[src/hdl/aavs_pkg.sv]
// Shared types and constants for the activity argmax variable selector.
// No dependencies.
package aavs_pkg;

    localparam int MAX_VARS      = 1024;
    localparam int ACTIVITY_BITS = 32;

    localparam int VAR_W  = 11;                      // var_index, var_count, selected_var
    localparam int FUNC_W = 2;
    localparam int ADDR_W = $clog2(MAX_VARS);
    localparam int CNT_W  = ADDR_W + 1;              // holds 0..MAX_VARS
    localparam int CMP_W  = (CNT_W > VAR_W) ? CNT_W : VAR_W;
    localparam int MEM_W  = ACTIVITY_BITS + 1;       // {assigned flag, activity}

    typedef enum logic [FUNC_W-1:0] {
        FUNC_BUMP    = 2'd0,
        FUNC_RESTART = 2'd1,
        FUNC_SELECT  = 2'd2,
        FUNC_SET     = 2'd3
    } func_t;

    typedef struct packed {
        logic              we;
        logic [ADDR_W-1:0] waddr;
        logic [MEM_W-1:0]  wdata;
        logic [ADDR_W-1:0] raddr;
    } mem_req_t;

endpackage

[src/hdl/aavs_ctrl.sv]
// Sequencer: clearing pass, read-modify-write for bump/set, table walk for
// restart/select, and the result register. Depends on aavs_pkg.
module aavs_ctrl (
    input  logic                        clk,
    input  logic                        rst_n,
    input  logic [aavs_pkg::CNT_W-1:0]  n_vars,
    input  logic                        in_valid,
    output logic                        in_ready,
    input  aavs_pkg::func_t             in_func,
    input  logic [aavs_pkg::VAR_W-1:0]  in_index,
    input  logic                        in_value,
    output logic                        out_valid,
    input  logic                        out_ready,
    output logic                        out_found,
    output logic [aavs_pkg::VAR_W-1:0]  out_var,
    output aavs_pkg::mem_req_t          mem_req,
    input  logic [aavs_pkg::MEM_W-1:0]  mem_rdata
);
    import aavs_pkg::*;

    typedef enum logic [2:0] {
        ST_CLEAR,
        ST_IDLE,
        ST_RMW,
        ST_SCAN,
        ST_RESULT
    } state_t;

    localparam logic [ACTIVITY_BITS-1:0] ACT_MAX = '1;

    state_t                   state_reg, state_next;
    func_t                    op_reg, op_next;
    logic                     ok_reg, ok_next;
    logic                     val_reg, val_next;
    logic [ADDR_W-1:0]        addr_reg, addr_next;
    logic [CNT_W-1:0]         cnt_reg, cnt_next;
    logic                     pv_reg, pv_next;
    logic [ADDR_W-1:0]        paddr_reg, paddr_next;
    logic                     have_reg, have_next;
    logic [ACTIVITY_BITS-1:0] best_act_reg, best_act_next;
    logic [CNT_W-1:0]         best_idx_reg, best_idx_next;
    logic                     out_valid_reg, out_valid_next;
    logic                     found_reg, found_next;
    logic [VAR_W-1:0]         sel_reg, sel_next;

    logic [CMP_W-1:0]         idx_wide;
    logic [CMP_W-1:0]         idx_m1;
    logic                     idx_ok;
    logic                     rd_flag;
    logic [ACTIVITY_BITS-1:0] rd_act;

    assign idx_wide = CMP_W'(in_index);
    assign idx_m1   = idx_wide - CMP_W'(1);
    assign idx_ok   = (idx_wide != '0) && (idx_wide <= CMP_W'(MAX_VARS));
    assign rd_flag  = mem_rdata[MEM_W-1];
    assign rd_act   = mem_rdata[ACTIVITY_BITS-1:0];

    assign in_ready  = (state_reg == ST_IDLE);
    assign out_valid = out_valid_reg;
    assign out_found = found_reg;
    assign out_var   = sel_reg;

    always_comb
    begin
        state_next     = state_reg;
        op_next        = op_reg;
        ok_next        = ok_reg;
        val_next       = val_reg;
        addr_next      = addr_reg;
        cnt_next       = cnt_reg;
        pv_next        = pv_reg;
        paddr_next     = paddr_reg;
        have_next      = have_reg;
        best_act_next  = best_act_reg;
        best_idx_next  = best_idx_reg;
        out_valid_next = out_valid_reg && !out_ready;
        found_next     = found_reg;
        sel_next       = sel_reg;

        mem_req.we    = 1'b0;
        mem_req.waddr = paddr_reg;
        mem_req.wdata = '0;
        mem_req.raddr = cnt_reg[ADDR_W-1:0];

        unique case (state_reg)
            ST_CLEAR:
            begin
                mem_req.we    = 1'b1;
                mem_req.waddr = cnt_reg[ADDR_W-1:0];
                if (cnt_reg == CNT_W'(MAX_VARS - 1))
                begin
                    cnt_next   = '0;
                    state_next = ST_IDLE;
                end
                else
                begin
                    cnt_next = cnt_reg + CNT_W'(1);
                end
            end

            ST_IDLE:
            begin
                // read issued on the accept beat so the entry is ready next cycle
                mem_req.raddr = idx_m1[ADDR_W-1:0];
                if (in_valid)
                begin
                    op_next   = in_func;
                    ok_next   = idx_ok;
                    val_next  = in_value;
                    addr_next = idx_m1[ADDR_W-1:0];
                    unique case (in_func)
                        FUNC_BUMP, FUNC_SET:
                        begin
                            state_next = ST_RMW;
                        end
                        FUNC_RESTART, FUNC_SELECT:
                        begin
                            cnt_next      = '0;
                            pv_next       = 1'b0;
                            have_next     = 1'b0;
                            best_act_next = '0;
                            best_idx_next = '0;
                            state_next    = ST_SCAN;
                        end
                    endcase
                end
            end

            ST_RMW:
            begin
                mem_req.waddr = addr_reg;
                if (op_reg == FUNC_SET)
                begin
                    mem_req.wdata = {val_reg, rd_act};
                end
                else
                begin
                    mem_req.wdata = {rd_flag, (rd_act == ACT_MAX) ? rd_act
                                                                  : rd_act + ACTIVITY_BITS'(1)};
                end
                mem_req.we = ok_reg;
                state_next = ST_IDLE;
            end

            ST_SCAN:
            begin
                // issue side
                if (cnt_reg < n_vars)
                begin
                    cnt_next   = cnt_reg + CNT_W'(1);
                    pv_next    = 1'b1;
                    paddr_next = cnt_reg[ADDR_W-1:0];
                end
                else
                begin
                    pv_next = 1'b0;
                end
                // data side, for the read issued on the previous cycle
                if (pv_reg)
                begin
                    if (op_reg == FUNC_RESTART)
                    begin
                        mem_req.we    = 1'b1;
                        mem_req.wdata = {rd_flag, 1'b0, rd_act[ACTIVITY_BITS-1:1]};
                    end
                    else if (!rd_flag && (!have_reg || rd_act > best_act_reg))
                    begin
                        have_next     = 1'b1;
                        best_act_next = rd_act;
                        best_idx_next = CNT_W'(paddr_reg) + CNT_W'(1);
                    end
                end
                if (!(cnt_reg < n_vars) && !pv_reg)
                begin
                    state_next = (op_reg == FUNC_SELECT) ? ST_RESULT : ST_IDLE;
                end
            end

            ST_RESULT:
            begin
                if (!out_valid_reg || out_ready)
                begin
                    out_valid_next = 1'b1;
                    found_next     = have_reg;
                    sel_next       = have_reg ? VAR_W'(best_idx_reg) : '0;
                    state_next     = ST_IDLE;
                end
            end

            default:
            begin
                state_next = ST_CLEAR;
            end
        endcase
    end

    always_ff @(posedge clk or negedge rst_n)
    begin
        if (!rst_n)
        begin
            state_reg     <= ST_CLEAR;
            cnt_reg       <= '0;
            pv_reg        <= 1'b0;
            out_valid_reg <= 1'b0;
        end
        else
        begin
            state_reg     <= state_next;
            cnt_reg       <= cnt_next;
            pv_reg        <= pv_next;
            out_valid_reg <= out_valid_next;
        end
    end

    always_ff @(posedge clk)
    begin
        op_reg       <= op_next;
        ok_reg       <= ok_next;
        val_reg      <= val_next;
        addr_reg     <= addr_next;
        paddr_reg    <= paddr_next;
        have_reg     <= have_next;
        best_act_reg <= best_act_next;
        best_idx_reg <= best_idx_next;
        found_reg    <= found_next;
        sel_reg      <= sel_next;
    end

endmodule

[config.mk]
export PLATFORM = sky130hd
export DESIGN_NAME = aavs_ctrl
export DESIGN_NICKNAME = d
export VERILOG_FILES = /design/src/hdl/aavs_pkg.sv /design/src/hdl/aavs_ctrl.sv
export SDC_FILE = /design/constraint.sdc
export NUM_CORES = 1
export LEC_CHECK = 0
export BUFFER_PORTS_ARGS = -buffer_cell sky130_fd_sc_hd__buf_2
export CORE_MARGIN = 5
export CORE_UTILIZATION = 51
export CTS_CLUSTER_DIAMETER = 120
export DETAILED_ROUTE_END_ITERATION = 16
export HOLD_SLACK_MARGIN = 0.06
export PLACE_DENSITY_LB_ADDON = 0.05
export SLEW_MARGIN = 20
export SYNTH_ARGS = -nofsm -noshare
export SYNTH_HDL_FRONTEND = slang
export SYNTH_SLANG_ARGS = --single-unit
[constraint.sdc]
create_clock -name clk -period 4.11 [get_ports clk]
set_input_delay 1.233 -clock clk [delete_from_list [all_inputs] [get_ports clk]]
set_output_delay 1.233 -clock clk [all_outputs]
set_load 0.1 [all_outputs]
* Yosys cells after proc, flatten, opt, wreduce, memory -nomap -nowiden
Cells that the tools add are included.
** Storage, ports and cells
- Flip-flop bits (word level) :: 96
- Latch bits :: 0
- Memory bits (writable) :: 0
- Memory bits (read-only) :: 0
- Bits of input ports :: 62
- Output and inout port bits :: 68
- Word-level logic and storage cells :: 110
- Memories :: 0
** Operators by class
- $add $sub $neg :: 4
- Multiply operators :: 0
- Divide/modulo/power cells :: 0
- Magnitude comparators :: 3
- Equal/unequal tests :: 21
- Shift-type cells :: 0
- Mux-type cells :: 42
- Bitwise operators :: 0
- Reduce and logical (&&, ||, !) cells :: 26
** Operators with widths (count)
- two-way mux 32 bit :: 6
- two-way mux 33 bit :: 3
- two-way mux 11 bit :: 7
- one-hot mux 33 bit (2 select lines) :: 1
- one-hot mux 32 bit (2 select lines) :: 1
- one-hot mux 11 bit (3 select lines) :: 1
- adder 32 x 1 -> 32 bit, second input constant :: 1
- equality test 32 bit, second input constant :: 1
- greater-than comparator 32 bit :: 1
- one-hot mux 11 bit (2 select lines) :: 1
- one-hot mux 10 bit (2 select lines) :: 1
- != test 2 bit, second input constant :: 8
- two-way mux 3 bit :: 5
- one-hot mux 3 bit (5 select lines) :: 1
- adder 10 x 1 -> 11 bit, second input constant :: 1
- adder 11 x 1 -> 11 bit, second input constant :: 1
- equality test 11 x 10 -> 1 bit, second input constant :: 1
- <= comparator 11 bit, second input constant :: 1
- < comparator 11 bit :: 1
- nonzero test 11 bit :: 1
- two-way mux 1 bit :: 10
- two-way mux 10 bit :: 1
- subtractor 10 x 1 -> 10 bit, second input constant :: 1
- equality test 2 bit, second input constant :: 4
- other kinds (20) :: 36

* Logic depth before layout (Yosys ltp)
- Depth after elaboration :: 7
- Depth in mapped cells :: 9
- Depth with buffers taken out :: 8

* Worst setup path after synthesis
No wires, ideal clock.
- Path kind :: input-to-output
- Start point :: in mem_rdata[0] in the netlist's numbering
- End point :: out mem_req[37] in the netlist's numbering
- Data arrival time :: 4.409 ns
- Required time :: 2.877 ns
- Slack :: -1.532 ns
- Stages :: 7
- Cells stage by stage :: ha_1 -> inv_1 -> or2_2 -> o311ai_1 -> nor2_1 -> xnor2_1 -> o21ai_0
** RTL lines
- from (decl) :: RTL line aavs_ctrl.sv:17 : input logic [aavs_pkg::MEM_W-1:0] mem_rdata
- to (decl) :: RTL line aavs_ctrl.sv:16 : output aavs_pkg::mem_req_t mem_req,

==> impl_metrics.yaml <==
setup_path:
  path_class: "input pin to primary output"
  critical-path-slowest-cell: "sky130_fd_sc_hd__nand4_1"
  crit_family: "simple AND/OR/NAND/NOR gates"
  worst_setup_path_start_kind: "input pin"
  cp.required_ns: 2.88
  cp.buffers_inverters: 4
  critPathMostFrequentCell: "sky130_fd_sc_hd__buf_12"
  crit_path_max_fanout: 4
  crit_chain: "buf_6, nand4_1, nor2_1, buf_4, buf_12, o311ai_4, nor3_2, xnor2_2, o21ai_4, buf_12"
  critical-path-max-stage-delay_ns: 0.27
  critical_path.endpoint_type: "primary output"
  arrival_ns: 2.97
clock_network:
  clkSinkCount: 96
  insertion_delay_ns: 0.35
  cts_root_buf: "sky130_fd_sc_hd__clkbuf_16"
  tritoncts.num_buffers: 9
  h-tree-depth: 3
  path_clk_slew_ns: 0.07
  cts_buffer_depth: 2
  cts.hold.buffers_added: 0
  clock_tree_from_tritoncts: "yes"
floorplanning:
  boundaryPins: 130
  die_width_um: 123.5
  core.rowCount: 41
  core_region_area_mm2: 0.01262
  design.die.area_mm2: 0.01526
  vertical_extent_of_the_die_um: 123.5
  start_util_pct: 52.08
detailed_routing:
  first_pass_iters: 5
  vias: 6121
  drc: 0
  postRouteAntennaNets: 0
  drt_iter0_drc: 454
  viasPerCell: 5.699
  detail_route.wirelength_um: 20100
  drt-wirelength-per-cell_um: 18.72
synth:
  yosys_top_cell_area_share_pct: 36.55
  synth_seq_cells: 96
  synth.largest_area_cell: "sky130_fd_sc_hd__edfxtp_1"
  synth_cell_type_count: 61
  syn_area_per_cell_um2: 9.103
  ys_async_sr_fraction_pct: 16.67
  synthTopCellsByArea: "sky130_fd_sc_hd__edfxtp_1 37%, sky130_fd_sc_hd__ha_1 8.8%, sky130_fd_sc_hd__nand2_1 6.5%, sky130_fd_sc_hd__dfrtp_1 6.1%, sky130_fd_sc_hd__xnor2_1 4.4%"
  synthCells: 722
  synth-main-ff-cell: "sky130_fd_sc_hd__edfxtp_1"
  synth_edf_count: 80
  synth_nets: 830
  synth.yosys.warnings: 0
  post_synth_instance_area_mm2: 0.006573
  synth_sequential_area_ratio_pct: 42.64
sta:
  worst_hold_slack_ns: 0.5251
  finalHoldViolations: 0
  min_period_over_period_pct: 102.4
  timing.final.setup_violations: 25
  worst_clock_skew_ns: 0.007983
  slew_violations: 0
  timing.final.crit_period_ns: 4.208
  grt_setup_unrepaired: "yes"
  clock.fmax_ghz: 0.2377
  tightest_slew_ns: 0.9650
  timing.slew.headroom_pct: 35.67
  setup_slack_ns: -0.09759
worst_hold_path:
  hold_path_class: "flop to flop"
final_layout:
  num-nets-final: 1005
  post_route_cells_drive_above_1_share_pct: 34.15
  n_antenna_cell: 0
  final_design_area_no_fill_mm2: 0.009634
  area.growth.synth_to_final_pct: 46.58
  n_fill_cell: 840
  largest_reg_flops: 32
  layoutNonFillerInstCount: 1074
global_routing:
  maximum_number_of_pins_on_one_net_before_global_route_repair: 45
  grt.total_usage_pct: 26.35
  grt_pass1_wl_um: 31180
  globalRoute.totalOverflow: 0
  initial_antenna_violation_count: 0
  vias_in_the_first_global_route: 6217
power:
  powerDensity_mw_per_mm2: 222.3
  totalPowerFinal_mw: 2.141
  vdd_ir_drop_max_v: 0.0001773
  leakagePower_nw: 4.211
place:
  place_hpwl_um: 14360
  placed_cells: 1047
  io_buffer_count: 129
  weighted_congestion_at_the_end_of_routability_driven_global_placement: 0.9160
  placedInstanceArea_mm2: 0.008792
run:
  max_cap_viol_count: 0
outcome:
  status: "finished with violations"
  violated_checks: "negative setup slack"
==> synthesized netlist by cell type (16+ instances only) <==
cell and n:
sky130_fd_sc_hd__ha_1 46, sky130_fd_sc_hd__o21ai_0 39, sky130_fd_sc_hd__o21ai_1 31, sky130_fd_sc_hd__edfxtp_1 80, sky130_fd_sc_hd__nor2_1 35, sky130_fd_sc_hd__dfrtp_1 16
sky130_fd_sc_hd__and3_1 37, sky130_fd_sc_hd__nand2_1 114, sky130_fd_sc_hd__inv_1 59, sky130_fd_sc_hd__xnor2_1 33, sky130_fd_sc_hd__a21oi_1 22, sky130_fd_sc_hd__clkbuf_1 25
sky130_fd_sc_hd__nand3_1 26, sky130_fd_sc_hd__nor3_1 25
==> cell families (layout without fill, tap and decap cells) <==
| group | after synthesis | count (layout) | share of synthesized area (%) |
|---|---|---|---|
| and+or+nand+nor | 309 | 309 | 23.87 |
| xor gates and xnor gates | 46 | 46 | 6.130 |
| buffers and inverters | 90 | 270 | 5.387 |
| AOI/OAI and AO/OA | 123 | 123 | 11.37 |
| DFF | 96 | 96 | 42.64 |
| muxes | 12 | 12 | 1.847 |
| adders and majority gates | 46 | 46 | 8.757 |
==> power by group <==
group	switching (mW)	total (mW)	leakage, nW	internal [mW]
Combinational	0.124	0.228	3.13	0.104
Sequential	0.0000000000000000393	1.04	0.929	1.04
Clock	0.388	0.870	0.150	0.482
==> timing repair <==
| item | CTS | global route |
|---|---|---|
| setup endpoints to repair | 29 | 31 |
| resized for setup | 38 | 43 |
| setup buffers | 5 | 6 |
| pin swaps | 12 | 33 |
==> worst reg2reg max path: cells and delay by family, from the launching register on <==
| kind | cells | cell delay (ns) |
|---|---|---|
| flops | 1 | 0.50 |
| simple gates | 2 | 0.42 |
| fa+ha+maj | 1 | 0.38 |
| compound gates | 4 | 1.22 |
==> final cells by class <==
cell class,instances,area [µm²],area share (%)
clock buffer,10,229.0,2.377
clock inverter,6,72.57,0.7532
inverter,59,221.5,2.299
multi-input combinational,536,4207,43.66
sequential,96,2803,29.09
tap,172,215.2,2.234
timing repair buffer,195,1887,19.58
==> routing by layer <==
metal	part of all wire, %	up-vias	global-route usage [%]
met5	0	-	0
met4	2.5	0	9.619
met3	5.6	42	4.803
met2	50	229	42.88
met1	42	2940	35.24
li1	-	2910	-
==> placed cells by master (no fill, tap or decap), types with 16 or more instances in the layout <==
master	instances
sky130_fd_sc_hd__a21oi_1	22
sky130_fd_sc_hd__and3_1	35
sky130_fd_sc_hd__buf_12	42
sky130_fd_sc_hd__buf_2	74
sky130_fd_sc_hd__buf_4	59
sky130_fd_sc_hd__buf_6	18
sky130_fd_sc_hd__dfrtp_1	16
sky130_fd_sc_hd__edfxtp_1	80
sky130_fd_sc_hd__ha_1	45
sky130_fd_sc_hd__inv_1	58
sky130_fd_sc_hd__nand2_1	111
sky130_fd_sc_hd__nand3_1	22
sky130_fd_sc_hd__nor2_1	32
sky130_fd_sc_hd__o21ai_0	22
sky130_fd_sc_hd__o21ai_1	16
sky130_fd_sc_hd__o21ai_4	29
sky130_fd_sc_hd__xnor2_1	18
==> per-stage QoR <==
step | util, % | TNS, ns | setup slack [ns]
after floorplan | - | -1.036 | -0.7156
after global placement | 69.67 | -2.495 | -0.1726
after detailed placement | 69.67 | -3.485 | -0.2176
after CTS | 73.93 | -0.006386 | -0.003148
after global routing | 76.34 | -1.866 | -0.1597
final | 76.34 | -1.051 | -0.09759
==> final timing paths <==
kind                                   from           to  slack (ns)  cells past startpoint
max                            mem_rdata[4]  mem_req[39]        -0.1                     10
min                        best_idx_reg[10]  out_var[10]        0.53                      1
max reg2reg                      cnt_reg[8]  cnt_reg[10]        1.47                      7
min reg2reg                best_idx_reg[10]  out_var[10]        0.53                      1
max in group asynchronous             rst_n    out_valid        3.03                      1
min in group asynchronous             rst_n   cnt_reg[3]        0.79                      1
Power figures use the tool's default switching activity.
